**config.mk**
```make
export PLATFORM = sky130hd
export DESIGN_NAME = lidar_beam_direction_generator_unit
export DESIGN_NICKNAME = d
export VERILOG_FILES = /design/src/rtl/lbdg_pkg.sv /design/src/rtl/lbdg_front.sv /design/src/rtl/lbdg_cordic.sv /design/src/rtl/lbdg_back.sv /design/src/rtl/lidar_beam_direction_generator_unit.sv
export SDC_FILE = /design/constraint.sdc
export NUM_CORES = 2
export LEC_CHECK = 0
export BUFFER_PORTS_ARGS = -buffer_cell sky130_fd_sc_hd__buf_2
export CAP_MARGIN = 20
export CORE_MARGIN = 4
export CORE_UTILIZATION = 66
export DETAILED_ROUTE_END_ITERATION = 16
export GPL_TIMING_DRIVEN = 0
export PLACE_DENSITY = 0.87
export SLEW_MARGIN = 20
export SYNTH_ARGS = -nofsm -noshare
export SYNTH_HDL_FRONTEND = slang
export SYNTH_SLANG_ARGS = --single-unit
```
**constraint.sdc**
```tcl
create_clock -name clock -period 9.3 [get_ports clock]
set_clock_uncertainty 0.05 [all_clocks]
set_input_delay 1.86 -clock clock [delete_from_list [all_inputs] [get_ports clock]]
set_output_delay 1.86 -clock clock [all_outputs]
set_load 0.01 [all_outputs]
```
**src/rtl/lbdg_pkg.sv**
```systemverilog
// shared types, constants and helper functions of the beam direction generator
`default_nettype none
package lbdg_pkg;

   // cordic datapath width and fixed-point constants
   localparam int CW          = 34;
   localparam int ANG_BITS    = 30;
   localparam int INPUT_SCALE = 12;
   localparam int MAX_STEPS   = 24;
   localparam logic signed [CW-1:0] GAIN_Q30    = 34'sd652032874;
   localparam logic [30:0]          HALF_PI_Q30 = 31'd1686629713;

   // default parameter values
   localparam int DEF_MAX_CIRCLES   = 4;
   localparam int DEF_CORDIC_STEPS  = 16;
   localparam int DEF_FRACTION_BITS = 15;

   // request classes
   localparam logic [1:0] KIND_REJECT = 2'd0;
   localparam logic [1:0] KIND_CENTER = 2'd1;
   localparam logic [1:0] KIND_RIGHT  = 2'd2;
   localparam logic [1:0] KIND_NORMAL = 2'd3;

   typedef struct packed {
      logic [1:0] circle;
      logic [1:0] kind;
   } cmd_type;

   typedef struct packed {
      logic            start;
      logic            mode_rot;
      logic signed [CW-1:0] x;
      logic signed [CW-1:0] y;
      logic signed [CW-1:0] z;
   } cordic_req_type;

   typedef struct packed {
      logic            done;
      logic signed [CW-1:0] x;
      logic signed [CW-1:0] y;
      logic signed [CW-1:0] z;
   } cordic_rsp_type;

   function automatic logic signed [CW-1:0] atan_q30(input logic [4:0] idx);
      logic signed [CW-1:0] r;
      case (idx)
         5'd0:  r = 34'sd843314857;
         5'd1:  r = 34'sd497837829;
         5'd2:  r = 34'sd263043837;
         5'd3:  r = 34'sd133525159;
         5'd4:  r = 34'sd67021687;
         5'd5:  r = 34'sd33543516;
         5'd6:  r = 34'sd16775851;
         5'd7:  r = 34'sd8388437;
         5'd8:  r = 34'sd4194283;
         5'd9:  r = 34'sd2097149;
         5'd10: r = 34'sd1048576;
         5'd11: r = 34'sd524288;
         5'd12: r = 34'sd262144;
         5'd13: r = 34'sd131072;
         5'd14: r = 34'sd65536;
         5'd15: r = 34'sd32768;
         5'd16: r = 34'sd16384;
         5'd17: r = 34'sd8192;
         5'd18: r = 34'sd4096;
         5'd19: r = 34'sd2048;
         5'd20: r = 34'sd1024;
         5'd21: r = 34'sd512;
         5'd22: r = 34'sd256;
         5'd23: r = 34'sd128;
         default: r = '0;
      endcase
      return r;
   endfunction

   function automatic logic signed [15:0] sat16(input logic signed [63:0] v);
      logic signed [15:0] r;
      if (v > 64'sd32767) r = 16'sh7fff;
      else if (v < -64'sd32768) r = 16'sh8000;
      else r = v[15:0];
      return r;
   endfunction

endpackage
`default_nettype wire

```
**src/rtl/lbdg_front.sv**
```systemverilog
// front end: accepts circle requests, classifies them and queues them
`default_nettype none
module lbdg_front #(
   parameter int MAX_CIRCLES = lbdg_pkg::DEF_MAX_CIRCLES
) (
   input  wire logic             clock,
   input  wire logic             reset,
   input  wire logic             req_valid,
   output logic                  req_stall,
   input  wire logic [1:0]       req_circle_index,
   input  wire logic [2:0]       circle_count,
   input  wire logic             z_min_zero,
   output logic                  q_valid,
   output lbdg_pkg::cmd_type     q_cmd,
   input  wire logic             q_pop
);
   import lbdg_pkg::*;

   cmd_type    q_ff [2];
   logic       wr_ptr_ff, wr_ptr_in;
   logic       rd_ptr_ff, rd_ptr_in;
   logic [1:0] cnt_ff, cnt_in;
   cmd_type    cls;
   logic       push, pop;

   always_comb begin
      cls.circle = req_circle_index;
      if ((3'(req_circle_index) >= circle_count) ||
          (int'(req_circle_index) >= MAX_CIRCLES)) begin
         cls.kind = KIND_REJECT;
      end else if (req_circle_index == 2'd0) begin
         cls.kind = KIND_CENTER;
      end else if (z_min_zero) begin
         cls.kind = KIND_RIGHT;
      end else begin
         cls.kind = KIND_NORMAL;
      end
   end

   assign req_stall = (cnt_ff == 2'd2);
   assign push      = req_valid && !req_stall;
   assign q_valid   = (cnt_ff != 2'd0);
   assign pop       = q_pop && q_valid;
   assign q_cmd     = q_ff[rd_ptr_ff];

   always_comb begin
      wr_ptr_in = push ? !wr_ptr_ff : wr_ptr_ff;
      rd_ptr_in = pop  ? !rd_ptr_ff : rd_ptr_ff;
      cnt_in    = cnt_ff + 2'(push) - 2'(pop);
   end

   always_ff @(posedge clock) begin
      if (reset) begin
         wr_ptr_ff <= 1'b0;
         rd_ptr_ff <= 1'b0;
         cnt_ff    <= 2'd0;
      end else begin
         wr_ptr_ff <= wr_ptr_in;
         rd_ptr_ff <= rd_ptr_in;
         cnt_ff    <= cnt_in;
      end
   end

   always_ff @(posedge clock) begin
      if (push) begin
         q_ff[wr_ptr_ff] <= cls;
      end
   end
endmodule
`default_nettype wire

```
**src/rtl/lbdg_cordic.sv**
```systemverilog
// shared iterative cordic unit, vectoring and rotation modes
`default_nettype none
module lbdg_cordic #(
   parameter int CORDIC_STEPS = lbdg_pkg::DEF_CORDIC_STEPS
) (
   input  wire logic                   clock,
   input  wire logic                   reset,
   input  wire lbdg_pkg::cordic_req_type req,
   output lbdg_pkg::cordic_rsp_type    rsp
);
   import lbdg_pkg::*;

   localparam int STEPS = (CORDIC_STEPS < MAX_STEPS) ? CORDIC_STEPS : MAX_STEPS;

   logic signed [CW-1:0] x_ff, x_in, y_ff, y_in, z_ff, z_in;
   logic [4:0] i_ff, i_in;
   logic       busy_ff, busy_in;
   logic       done_ff, done_in;
   logic       mode_ff, mode_in;
   logic       sigma;
   logic signed [CW-1:0] xs, ys, at;

   always_comb begin
      xs    = x_ff >>> i_ff;
      ys    = y_ff >>> i_ff;
      at    = atan_q30(i_ff);
      // positive rotation sense
      sigma = mode_ff ? !z_ff[CW-1] : y_ff[CW-1];
      x_in = x_ff; y_in = y_ff; z_in = z_ff;
      i_in = i_ff; busy_in = busy_ff; done_in = 1'b0; mode_in = mode_ff;
      if (req.start) begin
         x_in = req.x; y_in = req.y; z_in = req.z;
         mode_in = req.mode_rot;
         i_in = '0;
         busy_in = 1'b1;
      end else if (busy_ff) begin
         if (sigma) begin
            x_in = x_ff - ys; y_in = y_ff + xs; z_in = z_ff - at;
         end else begin
            x_in = x_ff + ys; y_in = y_ff - xs; z_in = z_ff + at;
         end
         i_in = i_ff + 5'd1;
         if (i_ff == 5'(STEPS - 1)) begin
            busy_in = 1'b0;
            done_in = 1'b1;
         end
      end
   end

   always_ff @(posedge clock) begin
      if (reset) begin
         busy_ff <= 1'b0;
         done_ff <= 1'b0;
      end else begin
         busy_ff <= busy_in;
         done_ff <= done_in;
      end
   end

   always_ff @(posedge clock) begin
      x_ff    <= x_in;
      y_ff    <= y_in;
      z_ff    <= z_in;
      i_ff    <= i_in;
      mode_ff <= mode_in;
   end

   assign rsp.done = done_ff;
   assign rsp.x    = x_ff;
   assign rsp.y    = y_ff;
   assign rsp.z    = z_ff;
endmodule
`default_nettype wire

```
**src/rtl/lbdg_back.sv**
```systemverilog
// back end: elevation, per-beam azimuth rotation, products and result register
`default_nettype none
module lbdg_back #(
   parameter int FRACTION_BITS = lbdg_pkg::DEF_FRACTION_BITS
) (
   input  wire logic                    clock,
   input  wire logic                    reset,
   input  wire logic                    q_valid,
   input  wire lbdg_pkg::cmd_type       q_cmd,
   output logic                         q_pop,
   input  wire logic [15:0]             min_range,
   input  wire logic [15:0]             circle_spacing_cm,
   output lbdg_pkg::cordic_req_type     cor_req,
   input  wire lbdg_pkg::cordic_rsp_type cor_rsp,
   output logic                         rsp_valid,
   input  wire logic                    rsp_stall,
   output logic signed [15:0]           rsp_forward_x,
   output logic signed [15:0]           rsp_right_y,
   output logic signed [15:0]           rsp_up_z,
   output logic [5:0]                   rsp_beam_number,
   output logic                         rsp_in_range,
   output logic                         rsp_last_beam
);
   import lbdg_pkg::*;

   localparam logic [2:0] S_IDLE = 3'd0;
   localparam logic [2:0] S_VEC  = 3'd1;
   localparam logic [2:0] S_ROTE = 3'd2;
   localparam logic [2:0] S_ANG  = 3'd3;
   localparam logic [2:0] S_BROT = 3'd4;
   localparam logic [2:0] S_MULY = 3'd5;
   localparam logic [2:0] S_MULZ = 3'd6;
   localparam logic [2:0] S_EMIT = 3'd7;

   localparam int SHIFT = ANG_BITS - FRACTION_BITS;
   localparam logic signed [CW-1:0] ROUND_F = (SHIFT == 0) ? '0 : (CW'(1) << (SHIFT - 1));
   localparam logic signed [15:0]   ONE_VAL =
      (FRACTION_BITS >= 15) ? 16'sh7fff : 16'(1 << FRACTION_BITS);
   localparam logic signed [50:0]   ROUND_P = 51'sd1 << 29;

   logic [2:0] state_ff, state_in;
   cmd_type    cmd_ff, cmd_in;
   logic [5:0] k_ff, k_in;
   logic [1:0] quad_ff, quad_in;
   logic signed [15:0] ec_ff, ec_in, es_ff, es_in;
   logic signed [CW-1:0] ca_ff, ca_in, sa_ff, sa_in;
   logic signed [15:0] ry_ff, ry_in, rz_ff, rz_in;

   logic rv_ff, rv_in;
   logic signed [15:0] ox_ff, ox_in, oy_ff, oy_in, oz_ff, oz_in;
   logic [5:0] ob_ff, ob_in;
   logic       oi_ff, oi_in, ol_ff, ol_in;

   logic out_free, is_last;
   logic [2:0]  sh;
   logic [5:0]  jmask, j;
   logic [36:0] aprod;
   logic signed [CW-1:0] az;
   logic [17:0] ny;
   logic signed [CW-1:0] mul_op;
   logic signed [49:0]   prod;
   logic signed [50:0]   psum;
   logic signed [15:0]   prnd;

   function automatic logic signed [15:0] to_frac(input logic signed [CW-1:0] v);
      logic signed [CW-1:0] t;
      t = (v + ROUND_F) >>> SHIFT;
      return sat16(64'(t));
   endfunction

   assign out_free = !rv_ff || !rsp_stall;
   assign is_last  = ((7'(k_ff) + 7'd1) == (7'd1 << {cmd_ff.circle, 1'b0}));

   // azimuth angle within a quadrant
   always_comb begin
      sh    = {cmd_ff.circle, 1'b0} - 3'd2;
      jmask = (6'd1 << sh) - 6'd1;
      j     = k_ff & jmask;
      aprod = 37'(j) * 37'(HALF_PI_Q30);
      az    = CW'(aprod >> sh);
      ny    = 18'(circle_spacing_cm) * 18'(cmd_ff.circle);
   end

   // one shared multiplier for the two products
   always_comb begin
      mul_op = (state_ff == S_MULY) ? ca_ff : sa_ff;
      prod   = 50'(es_ff) * 50'(mul_op);
      psum   = 51'(prod) + ROUND_P;
      prnd   = sat16(64'(psum >>> 30));
   end

   always_comb begin
      state_in = state_ff; cmd_in = cmd_ff; k_in = k_ff; quad_in = quad_ff;
      ec_in = ec_ff; es_in = es_ff; ca_in = ca_ff; sa_in = sa_ff;
      ry_in = ry_ff; rz_in = rz_ff;
      rv_in = rv_ff && rsp_stall;
      ox_in = ox_ff; oy_in = oy_ff; oz_in = oz_ff; ob_in = ob_ff;
      oi_in = oi_ff; ol_in = ol_ff;
      q_pop = 1'b0;
      cor_req.start    = 1'b0;
      cor_req.mode_rot = 1'b1;
      cor_req.x        = GAIN_Q30;
      cor_req.y        = '0;
      cor_req.z        = cor_rsp.z;
      case (state_ff)
         S_IDLE: begin
            if (q_valid) begin
               q_pop  = 1'b1;
               cmd_in = q_cmd;
               k_in   = '0;
               case (q_cmd.kind)
                  KIND_REJECT: state_in = S_EMIT;
                  KIND_CENTER: begin
                     ec_in = ONE_VAL; es_in = '0; state_in = S_ANG;
                  end
                  KIND_RIGHT: begin
                     ec_in = '0; es_in = ONE_VAL; state_in = S_ANG;
                  end
                  default: state_in = S_VEC;
               endcase
            end
         end
         S_VEC: begin
            // launch vectoring on the stored circle
            cor_req.start    = 1'b1;
            cor_req.mode_rot = 1'b0;
            cor_req.x        = CW'(min_range) <<< INPUT_SCALE;
            cor_req.y        = CW'(ny) <<< INPUT_SCALE;
            cor_req.z        = '0;
            state_in         = S_ROTE;
         end
         S_ROTE: begin
            if (cor_rsp.done) begin
               if (cmd_ff.kind == KIND_CENTER) begin
                  ec_in    = to_frac(cor_rsp.x);
                  es_in    = to_frac(cor_rsp.y);
                  cmd_in.kind = KIND_NORMAL;
                  state_in = S_ANG;
               end else begin
                  // elevation angle ready: start cos/sin rotation
                  cor_req.start = 1'b1;
                  cor_req.z     = cor_rsp.z;
                  cmd_in.kind   = KIND_CENTER;
               end
            end
         end
         S_ANG: begin
            cor_req.start = 1'b1;
            if (cmd_ff.circle == 2'd0) begin
               cor_req.z = '0;
               quad_in   = 2'd0;
            end else begin
               cor_req.z = az;
               quad_in   = 2'(k_ff >> sh);
            end
            state_in = S_BROT;
         end
         S_BROT: begin
            if (cor_rsp.done) begin
               case (quad_ff)
                  2'd0: begin ca_in = cor_rsp.x;  sa_in = cor_rsp.y;  end
                  2'd1: begin ca_in = -cor_rsp.y; sa_in = cor_rsp.x;  end
                  2'd2: begin ca_in = -cor_rsp.x; sa_in = -cor_rsp.y; end
                  default: begin ca_in = cor_rsp.y; sa_in = -cor_rsp.x; end
               endcase
               state_in = S_MULY;
            end
         end
         S_MULY: begin
            ry_in    = prnd;
            state_in = S_MULZ;
         end
         S_MULZ: begin
            rz_in    = prnd;
            state_in = S_EMIT;
         end
         S_EMIT: begin
            if (out_free) begin
               rv_in = 1'b1;
               if (cmd_ff.kind == KIND_REJECT) begin
                  ox_in = '0; oy_in = '0; oz_in = '0; ob_in = '0;
                  oi_in = 1'b0; ol_in = 1'b1;
                  state_in = S_IDLE;
               end else begin
                  ox_in = ec_ff; oy_in = ry_ff; oz_in = rz_ff; ob_in = k_ff;
                  oi_in = 1'b1; ol_in = is_last;
                  if (is_last) begin
                     state_in = S_IDLE;
                  end else begin
                     k_in     = k_ff + 6'd1;
                     state_in = S_ANG;
                  end
               end
            end
         end
         default: state_in = S_IDLE;
      endcase
   end

   always_ff @(posedge clock) begin
      if (reset) begin
         state_ff <= S_IDLE;
         rv_ff    <= 1'b0;
      end else begin
         state_ff <= state_in;
         rv_ff    <= rv_in;
      end
   end

   always_ff @(posedge clock) begin
      cmd_ff <= cmd_in; k_ff <= k_in; quad_ff <= quad_in;
      ec_ff <= ec_in; es_ff <= es_in; ca_ff <= ca_in; sa_ff <= sa_in;
      ry_ff <= ry_in; rz_ff <= rz_in;
      ox_ff <= ox_in; oy_ff <= oy_in; oz_ff <= oz_in; ob_ff <= ob_in;
      oi_ff <= oi_in; ol_ff <= ol_in;
   end

   assign rsp_valid       = rv_ff;
   assign rsp_forward_x   = ox_ff;
   assign rsp_right_y     = oy_ff;
   assign rsp_up_z        = oz_ff;
   assign rsp_beam_number = ob_ff;
   assign rsp_in_range    = oi_ff;
   assign rsp_last_beam   = ol_ff;
endmodule
`default_nettype wire

```
**src/rtl/lidar_beam_direction_generator_unit.sv**
```systemverilog
// top level of the lidar beam direction generator
//
//  channel   ports        direction  handshake
//  request   req_*        in         valid / stall
//  result    rsp_*        out        valid / stall
//  csr       csr_*        in         valid / ready (ready tied high)
//
// a normal circle n does its elevation work as vectoring then rotation on the
// shared cordic, then one more rotation on the shared cordic per beam, 4^n beams
// a rejected index gives one result
// reset is synchronous, active high; csr registers return to 100, 10 and 4
// the two-entry request queue lets the front take requests while the back
// waits on a stalled result register
`default_nettype none
module lidar_beam_direction_generator_unit #(
   parameter int MAX_CIRCLES   = lbdg_pkg::DEF_MAX_CIRCLES,
   parameter int CORDIC_STEPS  = lbdg_pkg::DEF_CORDIC_STEPS,
   parameter int FRACTION_BITS = lbdg_pkg::DEF_FRACTION_BITS
) (
   input  wire logic        clock,
   input  wire logic        reset,
   input  wire logic        req_valid,
   output logic             req_stall,
   input  wire logic [1:0]  req_circle_index,
   output logic             rsp_valid,
   input  wire logic        rsp_stall,
   output logic signed [15:0] rsp_forward_x,
   output logic signed [15:0] rsp_right_y,
   output logic signed [15:0] rsp_up_z,
   output logic [5:0]       rsp_beam_number,
   output logic             rsp_in_range,
   output logic             rsp_last_beam,
   input  wire logic        csr_valid,
   output logic             csr_ready,
   input  wire logic [1:0]  csr_index,
   input  wire logic [15:0] csr_data
);
   import lbdg_pkg::*;

   // csr register indexes
   localparam logic [1:0] REG_Z_MIN   = 2'd0;
   localparam logic [1:0] REG_SPACING = 2'd1;
   localparam logic [1:0] REG_COUNT   = 2'd2;

   logic [15:0] z_min_ff, z_min_in;
   logic [15:0] spacing_ff, spacing_in;
   logic [2:0]  count_ff, count_in;

   logic           q_valid, q_pop;
   cmd_type        q_cmd;
   cordic_req_type cor_req;
   cordic_rsp_type cor_rsp;

   assign csr_ready = 1'b1;

   // csr writes; an index past the list is dropped
   always_comb begin
      z_min_in   = z_min_ff;
      spacing_in = spacing_ff;
      count_in   = count_ff;
      if (csr_valid) begin
         case (csr_index)
            REG_Z_MIN:   z_min_in   = csr_data;
            REG_SPACING: spacing_in = csr_data;
            REG_COUNT:   count_in   = csr_data[2:0];
            default: ;
         endcase
      end
   end

   always_ff @(posedge clock) begin
      if (reset) begin
         z_min_ff   <= 16'd100;
         spacing_ff <= 16'd10;
         count_ff   <= 3'd4;
      end else begin
         z_min_ff   <= z_min_in;
         spacing_ff <= spacing_in;
         count_ff   <= count_in;
      end
   end

   // front: accept and classify
   lbdg_front #(.MAX_CIRCLES(MAX_CIRCLES)) u_front (
      .clock            (clock),
      .reset            (reset),
      .req_valid        (req_valid),
      .req_stall        (req_stall),
      .req_circle_index (req_circle_index),
      .circle_count     (count_ff),
      .z_min_zero       (z_min_ff == 16'd0),
      .q_valid          (q_valid),
      .q_cmd            (q_cmd),
      .q_pop            (q_pop)
   );

   // shared trig unit
   lbdg_cordic #(.CORDIC_STEPS(CORDIC_STEPS)) u_cordic (
      .clock (clock),
      .reset (reset),
      .req   (cor_req),
      .rsp   (cor_rsp)
   );

   // back: elevation, beams, result register
   lbdg_back #(.FRACTION_BITS(FRACTION_BITS)) u_back (
      .clock             (clock),
      .reset             (reset),
      .q_valid           (q_valid),
      .q_cmd             (q_cmd),
      .q_pop             (q_pop),
      .min_range         (z_min_ff),
      .circle_spacing_cm (spacing_ff),
      .cor_req           (cor_req),
      .cor_rsp           (cor_rsp),
      .rsp_valid         (rsp_valid),
      .rsp_stall         (rsp_stall),
      .rsp_forward_x     (rsp_forward_x),
      .rsp_right_y       (rsp_right_y),
      .rsp_up_z          (rsp_up_z),
      .rsp_beam_number   (rsp_beam_number),
      .rsp_in_range      (rsp_in_range),
      .rsp_last_beam     (rsp_last_beam)
   );
endmodule
`default_nettype wire

```
==> impl_metrics.csv <==
group,metric,value,unit
cts,cts_root_buf,"sky130_fd_sc_hd__clkbuf_16",
grt,number_of_antenna_violations_at_the_first_check_in_global_routing,9,
synthesis,synth-xor-area-share,0.0651,
cts,insertion_delay,0.62,ns
setup_path,cpMaxStageDelayCell,"sky130_fd_sc_hd__fa_2",
synthesis,post-synth-top-area-cell,"sky130_fd_sc_hd__fa_1",
setup_path,timing_worst_setup_path_type,"reg2reg",
floorplan,design.core.area,0.0773,mm2
placed_design,dp.final_hpwl,128000,um
synthesis,synth.lib_cells_used.distinct,85,
timing,finalHoldViolCount,0,
cts,htree_levels,2,
min_path,hold_path_startpoint,"count_ff[2]",
timing,fin_crit_sh,0.989,
setup_path,worstSetupStartpointType,"register",
detailed_routing,final_routed_wirelength,163000,um
cts,clock_tree_from_tritoncts,"yes",
synthesis,post_synth.cell_area_avg,8.90,um2
grt,grt_overflow_total,0,
job,maximum_capacitance_violations,0,
grt,maximum_number_of_pins_on_one_net_before_global_route_repair,64,
timing,finalSetupViolations,0,
setup_path,max_stage_delay,0.70,ns
timing,final_max_slew_viol_count,0,
synthesis,synthMostInstantiatedCell,"sky130_fd_sc_hd__nand2_1",
synthesis,synth_compound_area_frac,0.122,
status,status,"finished, final reports clean",
grt,first_global_vias,45200,
floorplan,dieArea,0.0824,mm2
setup_path,worst-path-max-fanout,10,
timing,achievable-frequency,109,MHz
grt,grt_first_pass_wirelength,251000,um
detailed_routing,drtIter0Drc,5581,
synthesis,number_of_enable_type_register_cells_in_the_synthesized_netlist,311,
grt,groute.usage.overall,0.394,
cells_and_area,num-fill-cells,5578,
cells_and_area,finish.net_count,6812,
detailed_routing,route.vias.total,44900,
placed_design,routabilityCongestion,1.08,
cells_and_area,area_of_the_multi_input_gates,0.0365,mm2
synthesis,combinational_family_with_the_most_area_after_synthesis,"adder cells",
setup_path,startpoint_of_the_worst_slack_reg_to_reg_timing_path,"u_back.state_ff[1]",
floorplan,floorplan.initialDensity,0.665,
synthesis,ys.warnings.count,0,
cells_and_area,syn2layout_area_growth,7.50,%
setup_path,worst_setup_path_end_kind,"register",
timing,layout_min_cycle_time,9.19,ns
cells_and_area,sequential_cell_area,0.0110,mm2
detailed_routing,drt-wirelength-per-cell,23.4,um
min_path,timing.hold.worst.class,"reg2reg",
floorplan,pin_count,84,
synthesis,synth_top_cells_by_count,"766 x sky130_fd_sc_hd__nand2_1, 765 x sky130_fd_sc_hd__inv_1, 549 x sky130_fd_sc_hd__fa_1",
min_path,min_to,"count_ff[2]",
cts,clkSlewWorstSetupHoldPaths,0.06,ns
floorplan,fp-row-count,102,
cts,clockBufferDepth,3,
timing,max_slew.worst_pin.slew,1.24,ns
synthesis,yosys.area_share.simple,0.167,
synthesis,synth_adder_area_share,0.292,
setup_path,required,9.59,ns
setup_path,crit_reg_reg_endpoint,"u_back.ry_ff[10]",
detailed_routing,drt_first_pass_iters,10,
synthesis,synth_ff_type,"sky130_fd_sc_hd__edfxtp_1",
synthesis,post_synthesis_mux_area_share,0.0600,
detailed_routing,route.detailed.vias_per_inst,6.42,
setup_path,cp_data_arrival_time,9.49,ns
floorplan,chipWidth,287,um
synthesis,syn_area,0.0514,mm2
min_path,number_of_instances_on_the_worst_hold_path,1,
synthesis,ffs_w_async_s_r_synth,0,
timing,setup_tns,0,ns
timing,worst_slew_margin_rel,0.174,
placed_design,buffer_ports.inserted,81,
synthesis,synthesis.instances,5778,
setup_path,worst-r2r-setup-slack,0.11,ns
detailed_routing,drc,0,
synthesis,synth.ff_latch_count,392,
cts,numClockSinks,392,
synthesis,synth.net_count,6675,
synthesis,synthTopCellsByArea,"sky130_fd_sc_hd__fa_1 21%, sky130_fd_sc_hd__edfxtp_1 18%, sky130_fd_sc_hd__ha_1 7.9%, sky130_fd_sc_hd__nand2_1 5.6%, sky130_fd_sc_hd__inv_1 5.6%",
cts,cts_inserted_buffers,44,
floorplan,chipHeight,287,um
cells_and_area,drive_above_1_share,0.0716,
synthesis,synthDominantCellAreaShare,0.214,
detailed_routing,route.antenna.remaining_nets,0,
synthesis,synth_sequential_area_ratio,0.213,
setup_path,ff2ff_path_depth,33,
cts,holdBufCountCts,0,
## cell usage in the layout (no fill, tap or decap), types with 33 or more instances in the layout
master / netlist / layout
sky130_fd_sc_hd__a21o_1: 82 / 82
sky130_fd_sc_hd__a21oi_1: 331 / 328
sky130_fd_sc_hd__a31oi_1: 46 / 46
sky130_fd_sc_hd__and2_1: 301 / 301
sky130_fd_sc_hd__and3_1: 36 / 34
sky130_fd_sc_hd__buf_1: 36 / 35
sky130_fd_sc_hd__buf_2: 18 / 100
sky130_fd_sc_hd__clkbuf_1: 260 / 223
sky130_fd_sc_hd__clkbuf_16: 0 / 49
sky130_fd_sc_hd__dfxtp_1: 81 / 81
sky130_fd_sc_hd__edfxtp_1: 311 / 311
sky130_fd_sc_hd__fa_1: 549 / 547
sky130_fd_sc_hd__ha_1: 323 / 323
sky130_fd_sc_hd__inv_1: 765 / 763
sky130_fd_sc_hd__mux2i_1: 72 / 71
sky130_fd_sc_hd__mux4_2: 94 / 94
sky130_fd_sc_hd__nand2_1: 766 / 750
sky130_fd_sc_hd__nand2b_1: 41 / 40
sky130_fd_sc_hd__nand3_1: 76 / 76
sky130_fd_sc_hd__nor2_1: 369 / 368
sky130_fd_sc_hd__nor2b_1: 46 / 46
sky130_fd_sc_hd__nor3_1: 72 / 70
sky130_fd_sc_hd__o21ai_0: 251 / 243
sky130_fd_sc_hd__o22ai_1: 33 / 33
sky130_fd_sc_hd__xnor2_1: 230 / 230
sky130_fd_sc_hd__xor2_1: 150 / 150
## area by class of cell
class,count,area share
sequential,392,0.198
buffer,317,0.0247
multi-input combinational,4297,0.661
timing repair buffer,93,0.0104
clock inverter,27,0.00700
antenna,3,0.000136
tap,1040,0.0235
clock buffer,53,0.0228
inverter,770,0.0524
## sequential cells by signal, summed over array words and instances (netlist names), 30 cells and up, named ones only
signal / cells
u_back.ca_ff: 34
u_cordic.z_ff: 34
u_cordic.x_ff: 34
u_back.sa_ff: 34
u_cordic.at: 30
u_cordic.y_ff: 34
## worst max-delay path: cells and delay by family, from the launching register on
family	cells	cell delay (ns)
adder cells (fa/ha/maj)	7	3.73
AO/OA/AOI/OAI	9	2.15
buffers and inverters	11	1.82
AND/OR/NAND/NOR	6	0.88
flip-flops	1	0.29
## timing repair
item / 4_1_cts / 5_1_grt
endpoints found under the hold margin: 0 / 0
resized for setup: 56 / 92
endpoints found under the setup margin: 32 / 30
pin swaps: 5 / 8
setup buffers: 4 / 3
## per-stage QoR
| step | hold WS, ns | setup slack (ns) | instance area [um2] | utilization | cells |
|---|---|---|---|---|---|
| floorplan | 0.386 | 0.770 | 51400 | - | 5778 |
| global placement | 0.397 | -2.79 | 53100 | 0.687 | 6899 |
| detailed placement | 0.401 | -2.57 | 53300 | 0.689 | 6904 |
| CTS | 0.417 | 0.0000853 | 55100 | 0.712 | 6987 |
| global route | 0.435 | -0.113 | 55300 | 0.714 | 6989 |
| finish | 0.415 | 0.106 | 55300 | 0.715 | 6992 |
## cell families (layout without fill, tap and decap cells)
family,after synthesis,count (layout)
AOI/OAI and AO/OA,1017,1017
DFF,392,392
adders and majority gates,872,872
other,1,4
xor gates and xnor gates,381,381
buffers and inverters,1089,1260
and+or+nand+nor,1838,1838
muxes,188,188
## per-layer routing
metal / global-route usage / vias to the layer above / routed length (um)
met3: 0.0941 / 780 / 19500
met5: 0 / - / 47
met2: 0.620 / 3170 / 72600
met1: 0.496 / 21500 / 58500
met4: 0.243 / 6 / 12700
li1: - / 19400 / -
## how the worst max path moves through the flow
stage / depth (start not counted) / slack (ns) / to / startpoint
after detailed placement: 30 / -2.57 / u_back.rz_ff[6] / u_back.state_ff[2]
final: 33 / 0.11 / u_back.ry_ff[10] / u_back.state_ff[1]
after global placement: 30 / -2.79 / u_back.ry_ff[8] / u_back.state_ff[2]
after global routing: 33 / -0.11 / u_back.ry_ff[9] / u_back.state_ff[1]
after CTS: 31 / 0.00009 / u_back.ry_ff[12] / u_back.state_ff[2]
after floorplan: 30 / 0.77 / u_back.ry_ff[10] / u_back.state_ff[2]
Power is left out: the tool's default activity adds up to more than one toggle a clock period on the data nets, which glitch-free logic cannot reach.
